$ cat config.mk
export PLATFORM = sky130hd
export DESIGN_NAME = circular_fifo_with_listing
export DESIGN_NICKNAME = d
export VERILOG_FILES = /design/src/hw/rtl/cfifo_pkg.sv /design/src/hw/rtl/cfifo_ctrl.sv /design/src/hw/rtl/cfifo_dp.sv /design/src/hw/rtl/circular_fifo_with_listing.sv
export SDC_FILE = /design/constraint.sdc
export NUM_CORES = 1
export LEC_CHECK = 0
export BUFFER_PORTS_ARGS = -buffer_cell sky130_fd_sc_hd__buf_2
export CAP_MARGIN = 10
export CORE_MARGIN = 2
export CORE_UTILIZATION = 35
export CTS_CLUSTER_SIZE = 30
export DETAILED_ROUTE_END_ITERATION = 10
export PLACE_DENSITY = 0.56
export SYNTH_ARGS = -nofsm -noshare
export SYNTH_HDL_FRONTEND = slang
export SYNTH_SLANG_ARGS = --single-unit
$ cat constraint.sdc
create_clock -name i_clk -period 6.1 [get_ports i_clk]
set_input_delay 0.305 -clock i_clk [delete_from_list [all_inputs] [get_ports i_clk]]
set_output_delay 0.305 -clock i_clk [all_outputs]
set_load 0.01 [all_outputs]
$ cat src/hw/rtl/cfifo_pkg.sv
// ----------------------------------------------------------------------------
// Circular FIFO package
// Item types, operation and status codes, and the command and status
// structures that join the controller to the datapath.
// ----------------------------------------------------------------------------
package cfifo_pkg;

    localparam logic [1:0] MODE_LIST   = 2'd0;
    localparam logic [1:0] MODE_ADD    = 2'd1;
    localparam logic [1:0] MODE_REMOVE = 2'd2;

    localparam logic [2:0] ST_ADDED        = 3'd0;
    localparam logic [2:0] ST_OVERFLOW     = 3'd1;
    localparam logic [2:0] ST_REMOVED      = 3'd2;
    localparam logic [2:0] ST_REMOVED_LAST = 3'd3;
    localparam logic [2:0] ST_UNDERFLOW    = 3'd4;
    localparam logic [2:0] ST_LISTED       = 3'd5;
    localparam logic [2:0] ST_EMPTY        = 3'd6;

    typedef struct packed {
        logic [1:0]         mode;
        logic signed [31:0] value;
    } t_in;

    typedef struct packed {
        logic [2:0]         status;
        logic signed [31:0] data;
        logic               last;
    } t_out;

    typedef enum logic [2:0] {
        OP_NONE,
        OP_ADD,
        OP_OVERFLOW,
        OP_REMOVE,
        OP_UNDERFLOW,
        OP_LIST,
        OP_EMPTY
    } t_op;

    typedef struct packed {
        logic load;
        t_op  op;
    } t_cmd;

    typedef struct packed {
        logic empty;
        logic full;
        logic list_last;
        logic out_free;
    } t_sts;

endpackage

$ cat src/hw/rtl/cfifo_ctrl.sv
// ----------------------------------------------------------------------------
// Circular FIFO controller
// Accepts one item at a time, holds its operation code and issues one
// datapath command per cycle while the output register can take a result.
// ----------------------------------------------------------------------------
module cfifo_ctrl (
    input  logic              i_clk,
    input  logic              i_rst_n,
    input  logic              i_in_valid,
    input  logic [1:0]        i_mode,
    output logic              o_in_stall,
    input  cfifo_pkg::t_sts   i_sts,
    output cfifo_pkg::t_cmd   o_cmd
);
    import cfifo_pkg::*;

    typedef enum logic {
        S_IDLE,
        S_EXEC
    } t_state;

    t_state     r_state, n_state;
    logic [1:0] r_mode, n_mode;
    logic       accept;

    assign o_in_stall = (r_state != S_IDLE);
    assign accept     = i_in_valid && (r_state == S_IDLE);

    always_comb begin
        n_state    = r_state;
        n_mode     = r_mode;
        o_cmd.load = 1'b0;
        o_cmd.op   = OP_NONE;
        unique case (r_state)
            S_IDLE: begin
                if (accept) begin
                    o_cmd.load = 1'b1;
                    n_mode     = i_mode;
                    if (i_mode == MODE_LIST || i_mode == MODE_ADD || i_mode == MODE_REMOVE) begin
                        n_state = S_EXEC;
                    end
                end
            end
            S_EXEC: begin
                if (i_sts.out_free) begin
                    n_state = S_IDLE;
                    unique case (r_mode)
                        MODE_ADD: begin
                            o_cmd.op = i_sts.full ? OP_OVERFLOW : OP_ADD;
                        end
                        MODE_REMOVE: begin
                            o_cmd.op = i_sts.empty ? OP_UNDERFLOW : OP_REMOVE;
                        end
                        MODE_LIST: begin
                            if (i_sts.empty) begin
                                o_cmd.op = OP_EMPTY;
                            end else begin
                                o_cmd.op = OP_LIST;
                                if (!i_sts.list_last) begin
                                    n_state = S_EXEC;
                                end
                            end
                        end
                        default: begin
                            o_cmd.op = OP_NONE;
                        end
                    endcase
                end
            end
            default: begin
                n_state = S_IDLE;
            end
        endcase
    end

    always_ff @(posedge i_clk) begin
        if (!i_rst_n) begin
            r_state <= S_IDLE;
            r_mode  <= MODE_LIST;
        end else begin
            r_state <= n_state;
            r_mode  <= n_mode;
        end
    end

endmodule

$ cat src/hw/rtl/cfifo_dp.sv
// ----------------------------------------------------------------------------
// Circular FIFO datapath
// Slot memory with a registered read port, head, tail and fill registers,
// the listing walk pointer and the output register.
// ----------------------------------------------------------------------------
module cfifo_dp #(
    parameter int DEPTH = 8
) (
    input  logic              i_clk,
    input  logic              i_rst_n,
    input  cfifo_pkg::t_in    i_in_data,
    input  cfifo_pkg::t_cmd   i_cmd,
    output cfifo_pkg::t_sts   o_sts,
    output logic              o_out_valid,
    input  logic              i_out_stall,
    output cfifo_pkg::t_out   o_out_data
);
    import cfifo_pkg::*;

    localparam int PW = $clog2(DEPTH);
    localparam int CW = $clog2(DEPTH + 1);

    function automatic logic [PW-1:0] next_idx(input logic [PW-1:0] idx);
        logic [PW-1:0] res;
        res = (idx == PW'(DEPTH - 1)) ? '0 : idx + 1'b1;
        return res;
    endfunction

    logic signed [31:0] mem [DEPTH];

    logic [PW-1:0]      r_head, r_tail, r_ptr;
    logic [CW-1:0]      r_fill, r_cnt;
    logic signed [31:0] r_value, r_rd_data;
    logic               r_out_valid;
    t_out               r_out;

    logic               list_last;
    logic               out_free;
    logic               rd_en;
    logic [PW-1:0]      rd_addr;

    assign list_last = (r_cnt == r_fill);
    assign out_free  = !r_out_valid || !i_out_stall;

    assign o_sts.empty     = (r_fill == '0);
    assign o_sts.full      = (r_fill == CW'(DEPTH));
    assign o_sts.list_last = list_last;
    assign o_sts.out_free  = out_free;

    assign rd_en   = i_cmd.load || (i_cmd.op == OP_LIST && !list_last);
    assign rd_addr = i_cmd.load ? r_head : r_ptr;

    always_ff @(posedge i_clk) begin
        if (i_cmd.op == OP_ADD) begin
            mem[r_tail] <= r_value;
        end
        if (rd_en) begin
            r_rd_data <= mem[rd_addr];
        end
    end

    always_ff @(posedge i_clk) begin
        if (i_cmd.load) begin
            r_value <= i_in_data.value;
        end
    end

    always_ff @(posedge i_clk) begin
        if (!i_rst_n) begin
            r_head <= '0;
            r_tail <= '0;
            r_fill <= '0;
            r_ptr  <= '0;
            r_cnt  <= '0;
        end else begin
            if (i_cmd.load) begin
                r_ptr <= next_idx(r_head);
                r_cnt <= CW'(1);
            end
            case (i_cmd.op)
                OP_ADD: begin
                    r_tail <= next_idx(r_tail);
                    r_fill <= r_fill + 1'b1;
                end
                OP_REMOVE: begin
                    r_head <= next_idx(r_head);
                    r_fill <= r_fill - 1'b1;
                end
                OP_LIST: begin
                    if (!list_last) begin
                        r_ptr <= next_idx(r_ptr);
                        r_cnt <= r_cnt + 1'b1;
                    end
                end
                default: begin
                end
            endcase
        end
    end

    always_ff @(posedge i_clk) begin
        if (!i_rst_n) begin
            r_out_valid <= 1'b0;
        end else if (i_cmd.op != OP_NONE) begin
            r_out_valid <= 1'b1;
        end else if (!i_out_stall) begin
            r_out_valid <= 1'b0;
        end
    end

    always_ff @(posedge i_clk) begin
        case (i_cmd.op)
            OP_ADD: begin
                r_out <= '{status: ST_ADDED, data: r_value, last: 1'b1};
            end
            OP_OVERFLOW: begin
                r_out <= '{status: ST_OVERFLOW, data: '0, last: 1'b1};
            end
            OP_REMOVE: begin
                r_out <= '{status: (r_fill == CW'(1)) ? ST_REMOVED_LAST : ST_REMOVED,
                           data: r_rd_data, last: 1'b1};
            end
            OP_UNDERFLOW: begin
                r_out <= '{status: ST_UNDERFLOW, data: '0, last: 1'b1};
            end
            OP_LIST: begin
                r_out <= '{status: ST_LISTED, data: r_rd_data, last: list_last};
            end
            OP_EMPTY: begin
                r_out <= '{status: ST_EMPTY, data: '0, last: 1'b1};
            end
            default: begin
            end
        endcase
    end

    assign o_out_valid = r_out_valid;
    assign o_out_data  = r_out;

endmodule

$ cat src/hw/rtl/circular_fifo_with_listing.sv
// ----------------------------------------------------------------------------
// Circular FIFO with listing
// A queue of up to DEPTH signed 32-bit words. Each input item adds a word,
// removes the oldest word or lists every stored word from oldest to newest.
//
// Both channels use valid and stall; an item moves on an edge where valid is
// high and stall is low. Results leave through one output register.
// An add or a remove yields one result, and the next item is taken only
// after that result is registered, so the block never takes a new item
// before it is through with the last one. A listing of N entries streams
// one result per cycle while the output is not stalled and holds off the
// next item until its last entry is registered; the walk pointer and the
// slot memory with its registered read set this pace. An empty listing
// gives one result. Mode 3 is taken and dropped with no result.
// While the receiver stalls, the output register holds its result and the
// block waits with the next result. Reset empties the queue and clears the
// output valid flag; the slot memory is not cleared.
// ----------------------------------------------------------------------------
module circular_fifo_with_listing #(
    parameter int DEPTH = 8
) (
    input  logic              i_clk,
    input  logic              i_rst_n,
    input  logic              i_in_valid,
    output logic              o_in_stall,
    input  cfifo_pkg::t_in    i_in_data,
    output logic              o_out_valid,
    input  logic              i_out_stall,
    output cfifo_pkg::t_out   o_out_data
);
    import cfifo_pkg::*;

    t_cmd cmd;
    t_sts sts;

    cfifo_ctrl u_ctrl (
        .i_clk      (i_clk),
        .i_rst_n    (i_rst_n),
        .i_in_valid (i_in_valid),
        .i_mode     (i_in_data.mode),
        .o_in_stall (o_in_stall),
        .i_sts      (sts),
        .o_cmd      (cmd)
    );

    cfifo_dp #(
        .DEPTH (DEPTH)
    ) u_dp (
        .i_clk       (i_clk),
        .i_rst_n     (i_rst_n),
        .i_in_data   (i_in_data),
        .i_cmd       (cmd),
        .o_sts       (sts),
        .o_out_valid (o_out_valid),
        .i_out_stall (i_out_stall),
        .o_out_data  (o_out_data)
    );

endmodule

======== Word level (Yosys, flattened, before mapping) ========
Memory sizes are Yosys's and may differ from the RTL's. A register that Yosys moved wholly into a read port is not among the register bits.
Index checks and enable logic that the tools add are counted.
storage, ports and cells
  bits in registers ....................... 89
  logic and storage cells ................. 85
  RAM bits ................................ 256
  memories ................................ 1
  output and inout bits ................... 38
  latch bits .............................. 0
  bits of input ports ..................... 38
  memory bits (read-only) ................. 0
memory list
  memory    words  bits a word  read ports  clocked after memory_dff  wr ports  RTL line        RTL
  u_dp.mem  8      32           1           1                         1         cfifo_dp.sv:29  logic signed [31:0] mem [DEPTH];
cells by class
  add/sub/neg operators ................... 6
  $lt $le $gt $ge ......................... 0
  multiplexer cells ....................... 32
  equal/unequal tests ..................... 17
  bitwise logic cells ..................... 1
  $mul .................................... 0
  shift operators ......................... 0
  reductions and logical operators ........ 16
  divide/modulo/power cells ............... 0
operator list
  cell                                                 number
  case mux 36 bit (6 select lines)                     1
  2-to-1 mux 3 bit                                     10
  equality test 3 bit, second input constant           6
  2-to-1 mux 1 bit                                     13
  2-to-1 mux 4 bit                                     3
  adder 3 x 1 -> 3 bit, second input constant          3
  case mux 3 bit (3 select lines)                      1
  adder 4 x 1 -> 4 bit, second input constant          2
  case mux 4 bit (2 select lines)                      1
  equality test 3 x 2 -> 1 bit, second input constant  2
  nonzero test 6 bit                                   1
  equality test 2 x 1 -> 1 bit, second input constant  2
  equality test 2 bit, second input constant           2
  equality test 4 x 1 -> 1 bit, second input constant  1
  equality test 4 bit                                  1
  equality test 4 bit, second input constant           1
  logical NOT 2 bit                                    2
  logical NOT 4 bit                                    1
  logical OR 1 bit                                     4
  2-to-1 mux 2 bit                                     2
  subtractor 4 x 1 -> 4 bit, second input constant     1
  equality test 3 x 1 -> 1 bit, second input constant  1
  logical NOT 1 bit                                    3
  nonzero test 3 bit                                   1
  other kinds (6)                                      7

======== Longest topological paths before layout ========
Gate-level depths: netlist of the first run.
  depth in word-level cells ............... 8
  gate-level depth with buffers ........... 7
  mapped depth without buffers ............ 7

======== Hierarchy ========
From an unflattened synthesis of the first run, not the netlist that was laid out.
second synthesis, totals
  cell total of the unflattened synthesis .. 1,026
  area, all modules ....................... 15,393.5 sq um
modules (own cells, without submodules)
  module      instances  area an instance (sq um)  seq. area each (sq um)  cells each
  cfifo_dp    1          15,205.8                  11,050.6                1,006
  cfifo_ctrl  1          187.7                     60.1                    20

======== Worst setup path after synthesis of the first run ========
Ideal clock, no wire load.
  path kind ............................... register to register
  from .................................... register u_ctrl.r_state, in the netlist u_ctrl.o_in_stall
  to ...................................... memory u_dp.mem[0][0] (enable)
  stages on the path, launching flop included .. 4
  arrival time ............................ 4.238 ns
  setup time .............................. 0.502 ns
  period minus slack after synthesis ...... 4.741 ns
  required time ........................... 5.598 ns
  buffers on the path ..................... 0
  setup slack ............................. 1.359 ns
  path through ............................ dfxtp_1 a21boi_0 nand3_1 nor4_1
between the ends
  cells in the longest elaborated chain, start to end .. 4
ends and longest elaborated chain
  item                                    RTL line          RTL
  start, declared                         cfifo_ctrl.sv:22  t_state r_state, n_state;
  start signal, assigned                  cfifo_ctrl.sv:81  r_state <= n_state;
  2-to-1 mux 3 bit                        cfifo_ctrl.sv:34  unique case (r_state)
  equality test 3 x 1 -> 1 bit            cfifo_dp.sv:54    if (i_cmd.op == OP_ADD) begin
  2-to-1 mux 1 bit                        cfifo_dp.sv:54
  2-to-1 mux 1 bit (implied by the code)  cfifo_dp.sv:55    mem[r_tail] <= r_value;
  end, declared                           cfifo_dp.sv:29
Every way passes these cells.

======== Worst setup path in the final report of the first run ========
  from .................................... register u_dp.r_fill[0]
  to ...................................... register u_dp.r_rd_data[20] (read register of u_dp.mem) (enable)
between the ends
  cells in the longest elaborated chain, start to end .. 8
  elaborated cells between the ends (all ways) .. 13
  those cells by class .................... eq/ne: 3; mux: 6; reduce/logical: 4
ends and longest elaborated chain
  item                                                      RTL line                        RTL
  start, declared                                           cfifo_dp.sv:32                  logic [CW-1:0] r_fill, r_cnt;
  start signal, assigned                                    cfifo_dp.sv:83                  r_fill <= r_fill + 1'b1;
  start signal, assigned                                    cfifo_dp.sv:87                  r_fill <= r_fill - 1'b1;
  equality test 4 bit or logical NOT 4 bit (tied branches)  cfifo_dp.sv:46, cfifo_dp.sv:45
  2-to-1 mux 2 bit (tied with other cells)                  cfifo_ctrl.sv:49                o_cmd.op = i_sts.full ? OP_OVERFLOW : OP_ADD;
  case mux 3 bit (3 select lines)                           cfifo_ctrl.sv:47                unique case (r_mode)
  2-to-1 mux 3 bit                                          cfifo_ctrl.sv:45                if (i_sts.out_free) begin
  2-to-1 mux 3 bit                                          cfifo_ctrl.sv:34
  equality test 3 bit                                       cfifo_dp.sv:50                  assign rd_en = i_cmd.load || (i_cmd.op == OP_LIST && !list_last);
  logical AND 1 bit (*)                                     cfifo_dp.sv:50
  logical OR 1 bit (*)                                      cfifo_dp.sv:50
  named net u_dp.rd_en                                      cfifo_dp.sv:39                  logic rd_en;
  end, declared                                             cfifo_dp.sv:33                  logic signed [31:0] r_value, r_rd_data;
The timed path passes the listed nets; every way through them passes the cells marked *.
A chain may end at the register's enable or synchronous reset.

==> run summary, run 1 <==
yosys synthesis warning count -> 0
status -> finished clean
leakage power -> 5.76 nW
met2 capacity usage during global routing -> 0.224
slew at the pin closest to its max-slew limit -> 1.05 ns
P per Cell Area -> 319 mW/mm²
number of buffers added by the clock tree synthesis step -> 41
worst-case headroom to the max-slew limit -> 0.291
peak supply drop -> 175 µV
post-synthesis cell area -> 0.0145 mm²
placed standard-cell area -> 0.0156 mm²
Die Wd -> 208 µm
Max Transition Viols Final -> 0
Diodes inserted -> 0
residual DRC count -> 0
critical path's top delay family -> simple AND/OR/NAND/NOR gates
pin count of the biggest net entering global routing -> 45
net count after synthesis -> 736
time the final worst path needs with I/O delays and setup -> 3.70 ns
# IOs -> 76
final hold violations -> 0
CTS tree -> built
post-synthesis cell type count -> 49
arrival time of the worst setup path -> 3.90 ns
vias per inst -> 5.07
Highest Clock Rate -> 270 MHz
most used cells in the layout excluding fill and tap cells -> 356 x sky130_fd_sc_hd__edfxtp_1, 75 x sky130_fd_sc_hd__buf_2, 45 x sky130_fd_sc_hd__mux4_1, 43 x sky130_fd_sc_hd__clkbuf_16, 34 x sky130_fd_sc_hd__a22o_1
vias in the first global route -> 7229
DRC violation total after the first TritonRoute iteration -> 644
CTS clock-pin slew for the worst setup and hold paths -> 0.06 ns
Die Y -> 208 µm
post-synthesis sequential element count -> 377
most frequent standard cell in the layout excluding fill and tap cells -> sky130_fd_sc_hd__edfxtp_1
buffer depth of the longest clock path -> 3
kind of end point of the critical path -> register
Post-synth EDFFs -> 356
number of nets in the layout -> 875
final weighted congestion of routability-driven global placement -> 0.737
gate count after technology mapping -> 688
Post-Layout Inst Area -> 0.0172 mm²
master cell of the clock root buffer -> sky130_fd_sc_hd__clkbuf_16
global router's overall resource usage -> 0.139
Std-Cell Core Area -> 0.0409 mm²
first-pass GRT wire length -> 45.2 mm
path type of the worst setup path -> reg -> reg
critical path fanouts, max -> 44
GRT met3 Usage -> 0.0257
met1 Use GR -> 0.195
half-perimeter wire length after detailed placement -> 16.2 mm
final cycle utilization of the critical path -> 0.606
top_reg_cell synth -> sky130_fd_sc_hd__edfxtp_1
Register Area -> 0.0111 mm²
busiest metal layer after global routing -> met2
CP max stage delay -> 0.76 ns
count of buffers added by post-CTS timing repair for setup -> 0
unrepaired setup endpoints after global routing -> false
worst path required time -> 6.30 ns
CTS HTree Levels -> 2
WP buf/inv -> 4
critical path launch point type -> register
die area -> 0.0431 mm²
initial core utilization -> 0.355
multi-input combinational cell area -> 0.00326 mm²
critical path's slowest cell -> sky130_fd_sc_hd__nand2_1
Area growth syn-to-layout -> 18.4%
number of filler instances in the final layout -> 3606
number of port buffers -> 75
number of sinks on the clock net -> 377
antenna-violating nets left -> 0
Hold Crit Class -> in -> reg
total congestion overflow -> 0
clk_lat worst skew -> 0.53 ns
Seq/Total Area, Yosys -> 0.765
post-synthesis average cell area -> 21.1 µm²
fraction of registers with async set/reset -> 0
floorplan row count -> 74
number of antenna violations at the first check in global routing -> 0
cell-by-cell listing of the critical path -> inv_1 -> ha_1 -> nor3b_2 -> nor3_4 -> buf_4 -> and2_1 -> inv_1 -> nand2_1 -> buf_4
fraction of layout instances using a drive strength above 1 -> 0.258
final setup violation count -> 0
Avg WL per Cell -> 21.7 µm
DR vias -> 7042
drt first pass iters -> 5
final setup TNS -> 0 ns
number of maximum-capacitance constraint violations -> 0
wire length after detailed routing -> 30.2 mm
clock skew -> 0.0127 ns
## repair_timing
| item | CTS | global route |
|---|---|---|
| hold buffers | 32 | 0 |
| setup endpoints to repair | 0 | 0 |
| endpoints found under the hold margin | 32 | 0 |
| resized for setup | 0 | 0 |
## synthesized netlist by cell type (4+ instances only)
| library cell | n | share of area |
|---|---|---|
| sky130_fd_sc_hd__mux4_1 | 45 | 0.081 |
| sky130_fd_sc_hd__a21oi_1 | 17 | 0.0059 |
| sky130_fd_sc_hd__buf_6 | 8 | 0.0062 |
| sky130_fd_sc_hd__mux2_2 | 32 | 0.025 |
| sky130_fd_sc_hd__clkbuf_1 | 14 | 0.0036 |
| sky130_fd_sc_hd__buf_2 | 11 | 0.0038 |
| sky130_fd_sc_hd__nor3_1 | 11 | 0.0038 |
| sky130_fd_sc_hd__mux4_2 | 19 | 0.029 |
| sky130_fd_sc_hd__nor2b_1 | 4 | 0.0017 |
| sky130_fd_sc_hd__ha_1 | 10 | 0.0086 |
| sky130_fd_sc_hd__mux2i_1 | 7 | 0.0048 |
| sky130_fd_sc_hd__nand3_1 | 6 | 0.0021 |
| sky130_fd_sc_hd__nor2_1 | 13 | 0.0034 |
| sky130_fd_sc_hd__inv_1 | 7 | 0.0018 |
| sky130_fd_sc_hd__nand2_1 | 22 | 0.0057 |
| sky130_fd_sc_hd__dfxtp_1 | 21 | 0.029 |
| sky130_fd_sc_hd__edfxtp_1 | 356 | 0.74 |
| sky130_fd_sc_hd__xnor2_1 | 6 | 0.0036 |
| sky130_fd_sc_hd__a22o_1 | 34 | 0.021 |
## per-layer routing
layer  wire length [µm]  vias to the layer above  share of wire
met5                  0                        -              0
met4                478                        0          0.016
met3               1370                       43          0.045
met2              14400                      145           0.48
met1              13900                     3693           0.46
li1                   -                     3161              -
## metrics by stage
step	power, W	setup WS [ns]	utilization	hold WS (ns)	cells
3_3_place_gp	0.00323	2.46	0.382	0.483	1284
4_1_cts	0.00557	2.39	0.420	0.0126	1389
2_1_floorplan	0.00314	1.36	-	0.404	688
6_report	0.00548	2.40	0.420	0.0473	1389
3_5_place_dp	0.00323	2.43	0.382	0.483	1284
5_1_grt	0.00569	2.21	0.420	0.0416	1389
## cell families after synthesis
family / share of synthesized area
XOR/XNOR: 0.00422
multiplexers: 0.141
buffers and inverters: 0.0159
AND/OR/NAND/NOR: 0.0254
flip-flops: 0.765
AO/OA/AOI/OAI: 0.0390
adder cells (fa/ha/maj): 0.00862
## worst reg2reg max path, stage by stage, from the launching register on
cell and delay [ns]:
sky130_fd_sc_hd__dfxtp_1 0.48, sky130_fd_sc_hd__inv_1 0.08, sky130_fd_sc_hd__ha_1 0.27, sky130_fd_sc_hd__nor3b_2 0.24, sky130_fd_sc_hd__nor3_4 0.14, sky130_fd_sc_hd__buf_4 0.55, sky130_fd_sc_hd__and2_1 0.31, sky130_fd_sc_hd__inv_1 0.07
sky130_fd_sc_hd__nand2_1 0.76, sky130_fd_sc_hd__buf_4 0.45
## state kept, by name (all words and copies together) (netlist names)
| register | flops |
|---|---|
| u_dp.mem | 256 |
| u_dp.r_ptr | 3 |
| u_dp.o_out_valid | 1 |
| u_ctrl.o_in_stall | 1 |
| u_dp.r_head | 3 |
| u_dp.r_value | 32 |
| u_dp.r_cnt | 4 |
| u_dp.r_rd_data | 32 |
| u_dp.r_fill | 4 |
| u_ctrl.r_mode | 2 |
| u_dp.o_out_data | 36 |
| u_dp.r_tail | 3 |
## cell type report
| cell class | instances | share of cell area |
|---|---|---|
| clock buffer | 51 | 0.0644 |
| clock inverter | 22 | 0.00808 |
| inverter | 8 | 0.00175 |
| multi-input combinational | 269 | 0.190 |
| sequential | 377 | 0.647 |
| tap | 532 | 0.0387 |
| timing repair buffer | 130 | 0.0505 |
## power by group
group | switching (W) | internal (W)
clock network | 0.000966 | 0.00133
logic | 0.000124 | 0.000109
registers | 0.0000517 | 0.00290
total | 0.00114 | 0.00434
## worst paths after layout
kind	slack [ns]	end	startpoint	cells after the start
max	2.40	u_dp.r_rd_data[20]	u_dp.r_fill[0]	9
min	0.05	u_ctrl.r_mode[1]	i_in_data[33]	3
max reg2reg	2.40	u_dp.r_rd_data[20]	u_dp.r_fill[0]	9
min reg2reg	0.53	u_dp.r_cnt[2]	u_dp.r_cnt[2]	2
Note: power is estimated with default switching activity, not from simulation.
==> inputs of run 2 (changes only) <==
==> constraint.sdc (replaced) <==
create_clock -name i_clk -period 3.69 [get_ports i_clk]
set_input_delay 0.1845 -clock i_clk [delete_from_list [all_inputs] [get_ports i_clk]]
set_output_delay 0.1845 -clock i_clk [all_outputs]
set_load 0.01 [all_outputs]
==> run 2 against run 1 <==
Global-route usage increased by 0.11 points. Flip-flop and latch count stayed put. Clock power is 81% higher. Final area increased by 1.8%. Clock skew rose by 0.0050 ns. Count of clock-buffer cells in the layout shrank 6. Setup slack worse by 1.5 ns. Sequential power up 65%. Utilization up 0.74 points.
==> run summary, run 2 (synthesized netlist as in run 1, its figures left out) <==
leakage power -> 5.90 nW (was 5.76 nW)
residual DRC count -> 0 (unchanged)
CTS tree -> built (unchanged)
logic depth of the worst register-to-register path -> 5 (was 9)
Top reg by flops -> u_dp.mem (unchanged)
kind of end point of the critical path -> register (unchanged)
beginning of the worst register-to-register path -> u_ctrl.r_mode[0] (was u_dp.r_fill[0])
number of port buffers -> 75 (unchanged)
clock skew -> 0.0177 ns (was 0.0127 ns)
Std-Cell Core Area -> 0.0409 mm² (unchanged)
critical path launch point type -> register (unchanged)
arrival time of the worst setup path -> 2.97 ns (was 3.90 ns)
number of antenna violations at the first check in global routing -> 0 (unchanged)
final cycle utilization of the critical path -> 0.755 (was 0.606)
most frequent standard cell in the layout excluding fill and tap cells -> sky130_fd_sc_hd__edfxtp_1 (unchanged)
global router's overall resource usage -> 0.140 (was 0.139)
wire length after detailed routing -> 29.8 mm (was 30.2 mm)
end of the worst register-to-register path -> u_dp.mem[1][5] (was u_dp.r_rd_data[20])
Hold Crit Class -> in -> reg (unchanged)
final setup TNS -> 0 ns (unchanged)
met2 wirelength from detailed routing -> 14.0 mm (was 14.4 mm)
wl on met1 -> 13.9 mm (unchanged)
antenna-violating nets left -> 0 (unchanged)
critical path fanouts, max -> 32 (was 44)
clk_lat worst skew -> 0.56 ns (was 0.53 ns)
minimum setup slack among reg-to-reg paths -> 0.90 ns (was 2.40 ns)
Avg WL per Cell -> 21.3 µm (was 21.7 µm)
capturing instance or port of the critical path -> u_dp.mem[1][5] (was u_dp.r_rd_data[20])
Setup crit start -> u_ctrl.r_mode[0] (was u_dp.r_fill[0])
final hold violations -> 0 (unchanged)
worst slack on hold paths -> 0.328 ns (was 0.0473 ns)
CTS HTree Levels -> 2 (unchanged)
worst-case headroom to the max-slew limit -> 0.497 (was 0.291)
slew at the pin closest to its max-slew limit -> 0.748 ns (was 1.05 ns)
path type of the worst setup path -> reg -> reg (unchanged)
total congestion overflow -> 0 (unchanged)
time the final worst path needs with I/O delays and setup -> 2.79 ns (was 3.70 ns)
DR vias -> 7075 (was 7042)
peak supply drop -> 310 µV (was 175 µV)
half-perimeter wire length after detailed placement -> 16.3 mm (was 16.2 mm)
die area -> 0.0431 mm² (unchanged)
hold buffers post-CTS -> 37 (was 32)
final weighted congestion of routability-driven global placement -> 0.738 (was 0.737)
number of placed instances with taps included -> 1290 (was 1284)
number of standard cells in the final layout excluding fillers -> 1399 (was 1389)
Diodes inserted -> 0 (unchanged)
buffer depth of the longest clock path -> 3 (unchanged)
highest layer used for signal routing -> met4 (unchanged)
fraction of layout instances using a drive strength above 1 -> 0.268 (was 0.258)
CP max stage delay -> 0.78 ns (was 0.76 ns)
floorplan row count -> 74 (unchanged)
instance count on the critical path -> 5 (was 9)
final setup violation count -> 0 (unchanged)
Core Util, Final -> 0.427 (was 0.420)
number of nets in the layout -> 886 (was 875)
met3 wire len -> 1.40 mm (was 1.37 mm)
number of flip-flops in the largest register -> 256 (unchanged)
worst path required time -> 3.87 ns (was 6.30 ns)
status -> finished clean (unchanged)
Highest Clock Rate -> 359 MHz (was 270 MHz)
number of buffers added by the clock tree synthesis step -> 41 (unchanged)
initial core utilization -> 0.355 (unchanged)
Max Transition Viols Final -> 0 (unchanged)
worst-case setup margin in the final layout -> 0.905 ns (was 2.40 ns)
number of maximum-capacitance constraint violations -> 0 (unchanged)
cell-by-cell listing of the critical path -> nor2b_1 -> and3_1 -> nand2_1 -> nor3_4 -> buf_4 (was inv_1 -> ha_1 -> nor3b_2 -> nor3_4 -> buf_4 -> and2_1 -> inv_1 -> nand2_1 -> buf_4)
WP buf/inv -> 1 (was 4)
P per Cell Area -> 540 mW/mm² (was 319 mW/mm²)
number of sinks on the clock net -> 377 (unchanged)
unrepaired setup endpoints after global routing -> false (unchanged)
number of cells upsized or downsized after cts -> 0 (unchanged)
Die Y -> 208 µm (unchanged)
CTS clock-pin slew for the worst setup and hold paths -> 0.06 ns (about the same)
# IOs -> 76 (unchanged)
vias per inst -> 5.06 (was 5.07)
DRC violation total after the first TritonRoute iteration -> 419 (was 644)
critical path's slowest cell -> sky130_fd_sc_hd__dfxtp_1 (was sky130_fd_sc_hd__nand2_1)
master cell of the clock root buffer -> sky130_fd_sc_hd__clkbuf_16 (unchanged)
drt first pass iters -> 5 (unchanged)
Die Wd -> 208 µm (unchanged)
Placement Setup Slack -> 0.890 ns (was 2.43 ns)
most used cells in the layout excluding fill and tap cells -> 356 x sky130_fd_sc_hd__edfxtp_1, 75 x sky130_fd_sc_hd__buf_2, 45 x sky130_fd_sc_hd__mux4_1, 41 x sky130_fd_sc_hd__clkbuf_16, 37 x sky130_fd_sc_hd__dlygate4sd3_1 (was 356 x sky130_fd_sc_hd__edfxtp_1, 75 x sky130_fd_sc_hd__buf_2, 45 x sky130_fd_sc_hd__mux4_1, 43 x sky130_fd_sc_hd__clkbuf_16, 34 x sky130_fd_sc_hd__a22o_1)
first-pass GRT wire length -> 45.5 mm (was 45.2 mm)
Area growth syn-to-layout -> 20.5% (was 18.4%)
pin count of the biggest net entering global routing -> 53 (was 45)
vias in the first global route -> 7213 (was 7229)
critical path's top delay family -> simple AND/OR/NAND/NOR gates (unchanged)
count of buffers added by post-CTS timing repair for setup -> 0 (unchanged)
run 2: area by class of cell:
cell class | count | area (µm²)
inverter | 8 | 30.0
timing repair buffer | 141 | 1050
clock buffer | 45 | 1040
clock inverter | 27 | 310
tap | 532 | 666
multi-input combinational | 269 | 3280
fill | 3602 | 23400
sequential | 377 | 11100
run 2: how the worst min path moves through the flow:
stage | depth (start not counted) | end | from
finish | 2 | u_dp.r_value[12] | i_in_data[12]
global placement | 1 | u_dp.r_value[23] | i_in_data[23]
floorplan | 0 | u_dp.r_value[0] | i_in_data[0]
CTS | 2 | u_dp.r_value[12] | i_in_data[12]
detailed placement | 1 | u_dp.r_value[26] | i_in_data[26]
global route | 2 | u_dp.r_value[2] | i_in_data[2]
run 2: through the flow:
stage	cell area, µm²	power, W
floorplan	14500	0.00518
global placement	15800	0.00536
detailed placement	15800	0.00537
CTS	17500	0.00957
global route	17500	0.00979
finish	17500	0.00944
run 2: where the power goes:
group          switching (W)  leakage [nW]  total (W)  internal, W
logic               0.000207          1.81   0.000409     0.000202
clock network        0.00168         0.669    0.00415      0.00247
registers          0.0000866          3.42    0.00489      0.00480
run 2: per-layer routing:
layer / global-route usage / up-vias
met1: 0.195 / 3681
met3: 0.0298 / 46
met4: 0.0386 / 0
met5: 0 / -
li1: - / 3186
met2: 0.223 / 162
==> inputs of run 3 (changes only) <==
==> constraint.sdc (replaced) <==
create_clock -name i_clk -period 2.8 [get_ports i_clk]
set_input_delay 0.14 -clock i_clk [delete_from_list [all_inputs] [get_ports i_clk]]
set_output_delay 0.14 -clock i_clk [all_outputs]
set_load 0.01 [all_outputs]
==> run 3 against run 2 <==
Die area unchanged. Highest routed layer unchanged. Utilization increased by 0.37 points. Count of clock-buffer cells in the layout rose by 5. Power increased by 30%. Routed wire length shrank 0.11%.
==> run summary, run 3 (synthesized netlist as in run 1, its figures left out) <==
clock skew -> 0.00849 ns (was 0.0177 ns)
CTS tree -> built (unchanged)
Avg WL per Cell -> 21.1 µm (was 21.3 µm)
global router's overall resource usage -> 0.138 (was 0.140)
clock network power share -> 0.431 (was 0.439)
logic depth of the worst register-to-register path -> 5 (unchanged)
placed standard-cell area -> 0.0159 mm² (was 0.0158 mm²)
net load switching power -> 0.00253 W (was 0.00197 W)
number of flip-flops in the largest register -> 256 (unchanged)
wire length after detailed routing -> 29.8 mm (about the same)
arrival time of the worst setup path -> 2.77 ns (was 2.97 ns)
vias per inst -> 4.98 (was 5.06)
worst-case setup margin in the final layout -> 0.308 ns (was 0.905 ns)
Hold Crit Class -> in -> reg (unchanged)
worst-case headroom to the max-slew limit -> 0.341 (was 0.497)
number of placed instances with taps included -> 1301 (was 1290)
Std-Cell Core Area -> 0.0409 mm² (unchanged)
buffer depth of the longest clock path -> 3 (unchanged)
initial core utilization -> 0.355 (unchanged)
Pint -> 0.00973 W (was 0.00747 W)
critical path launch point type -> register (unchanged)
master cell of the clock root buffer -> sky130_fd_sc_hd__clkbuf_16 (unchanged)
Die Y -> 208 µm (unchanged)
slew at the pin closest to its max-slew limit -> 0.979 ns (was 0.748 ns)
path type of the worst setup path -> reg -> reg (unchanged)
minimum setup slack among reg-to-reg paths -> 0.31 ns (was 0.90 ns)
Highest Clock Rate -> 401 MHz (was 359 MHz)
die area -> 0.0431 mm² (unchanged)
P per Cell Area -> 696 mW/mm² (was 540 mW/mm²)
Placement Setup Slack -> 0.293 ns (was 0.890 ns)
CTS clock-pin slew for the worst setup and hold paths -> 0.06 ns (about the same)
half-perimeter wire length after detailed placement -> 16.8 mm (was 16.3 mm)
final setup TNS -> 0 ns (unchanged)
# IOs -> 76 (unchanged)
worst min-delay path endpoint -> u_dp.r_value[20] (was u_dp.r_value[12])
Post-Layout Inst Area -> 0.0176 mm² (was 0.0175 mm²)
hold-critical path depth -> 2 (unchanged)
Max Transition Viols Final -> 0 (unchanged)
fraction of layout instances using a drive strength above 1 -> 0.275 (was 0.268)
final setup violation count -> 0 (unchanged)
number of standard cells in the final layout excluding fillers -> 1412 (was 1399)
kind of end point of the critical path -> register (unchanged)
floorplan row count -> 74 (unchanged)
portion of total power attributed to sequential cells -> 0.525 (was 0.518)
most used cells in the layout excluding fill and tap cells -> 356 x sky130_fd_sc_hd__edfxtp_1, 75 x sky130_fd_sc_hd__buf_2, 45 x sky130_fd_sc_hd__mux4_1, 42 x sky130_fd_sc_hd__clkbuf_16, 37 x sky130_fd_sc_hd__dlygate4sd3_1 (was 356 x sky130_fd_sc_hd__edfxtp_1, 75 x sky130_fd_sc_hd__buf_2, 45 x sky130_fd_sc_hd__mux4_1, 41 x sky130_fd_sc_hd__clkbuf_16, 37 x sky130_fd_sc_hd__dlygate4sd3_1)
leakage power -> 5.93 nW (was 5.90 nW)
pin count of the biggest net entering global routing -> 41 (was 53)
number of maximum-capacitance constraint violations -> 0 (unchanged)
drt first pass iters -> 4 (was 5)
number of filler instances in the final layout -> 3579 (was 3602)
hold wc startpoint -> i_in_data[20] (was i_in_data[12])
vias in the first global route -> 7276 (was 7213)
final hold violations -> 0 (unchanged)
status -> finished clean (unchanged)
number of port buffers -> 75 (unchanged)
Area growth syn-to-layout -> 21.5% (was 20.5%)
final cycle utilization of the critical path -> 0.890 (was 0.755)
clk_lat worst skew -> 0.53 ns (was 0.56 ns)
number of sinks on the clock net -> 377 (unchanged)
first-pass GRT wire length -> 45.5 mm (about the same)
DR vias -> 7029 (was 7075)
Register Area -> 0.0111 mm² (unchanged)
DRC violation total after the first TritonRoute iteration -> 482 (was 419)
worst path required time -> 3.08 ns (was 3.87 ns)
number of buffers added by the clock tree synthesis step -> 41 (unchanged)
residual DRC count -> 0 (unchanged)
critical path fanouts, max -> 24 (was 32)
power share of the combinational group -> 0.045 (was 0.043)
Die Wd -> 208 µm (unchanged)
most frequent standard cell in the layout excluding fill and tap cells -> sky130_fd_sc_hd__edfxtp_1 (unchanged)
Top reg by flops -> u_dp.mem (unchanged)
beginning of the worst register-to-register path -> u_ctrl.o_in_stall (was u_ctrl.r_mode[0])
switch share -> 0.207 (was 0.209)
final weighted congestion of routability-driven global placement -> 0.702 (was 0.738)
unrepaired setup endpoints after global routing -> false (unchanged)
number of nets in the layout -> 897 (was 886)
CTS HTree Levels -> 2 (unchanged)
Diodes inserted -> 0 (unchanged)
total congestion overflow -> 0 (unchanged)
antenna-violating nets left -> 0 (unchanged)
number of antenna violations at the first check in global routing -> 0 (unchanged)
time the final worst path needs with I/O delays and setup -> 2.49 ns (was 2.79 ns)
multi-input combinational cell area -> 0.00330 mm² (was 0.00328 mm²)
peak supply drop -> 415 µV (was 310 µV)
end of the worst register-to-register path -> u_dp.r_rd_data[21] (was u_dp.mem[1][5])
-- run 3: power by group through the flow --
stage	logic (W)	registers, W	clock network, W
2_1_floorplan	0.000304	0.00653	0
3_3_place_gp	0.000516	0.00655	0
3_5_place_dp	0.000520	0.00656	0
4_1_cts	0.000562	0.00644	0.00541
5_1_grt	0.000595	0.00645	0.00565
6_report	0.000547	0.00644	0.00529
-- run 3: critical path, stage by stage, from the launching register on --
cell and delay [ns]:
sky130_fd_sc_hd__dfxtp_1 0.40, sky130_fd_sc_hd__nand2b_1 0.23, sky130_fd_sc_hd__mux2i_4 0.47, sky130_fd_sc_hd__buf_12 0.27, sky130_fd_sc_hd__mux4_1 0.58, sky130_fd_sc_hd__mux2_2 0.28
-- run 3: how the worst max path moves through the flow --
stage	start	endpoint	slack [ns]	depth (start not counted)
3_5_place_dp	u_ctrl.o_in_stall	u_dp.r_rd_data[27]	0.29	5
6_report	u_ctrl.o_in_stall	u_dp.r_rd_data[21]	0.31	5
3_3_place_gp	u_ctrl.o_in_stall	u_dp.r_rd_data[24]	0.33	5
2_1_floorplan	u_ctrl.o_in_stall	u_dp.mem[7][0]	-0.26	4
4_1_cts	u_ctrl.o_in_stall	u_dp.r_rd_data[21]	0.27	5
5_1_grt	u_ctrl.o_in_stall	u_dp.r_rd_data[16]	0.13	5
-- run 3: layer usage --
metal  GRT usage  part of all wire
met2       0.228              0.49
met4      0.0328             0.018
met3      0.0230             0.039
met5           0                 0
met1       0.193              0.46
-- run 3: cell type report --
type | count | area share
sequential | 377 | 0.630
multi-input combinational | 269 | 0.187
timing repair buffer | 152 | 0.0678
clock buffer | 50 | 0.0613
tap | 532 | 0.0377
clock inverter | 24 | 0.0146
inverter | 8 | 0.00170
-- run 3: repair_timing --
action / in CTS / in global routing
setup buffers: 0 / 0
hold buffers: 37 / 0
setup endpoints to repair: 0 / 0
gates resized for setup: 0 / 0
hold endpoints to repair: 39 / 0
-- run 3: stage by stage --
stage	utilization	total power (W)	hold WS (ns)
floorplan	-	0.00683	0.239
global placement	0.389	0.00707	0.320
detailed placement	0.389	0.00708	0.318
CTS	0.431	0.0124	0.299
global route	0.431	0.0127	0.298
finish	0.431	0.0123	0.316
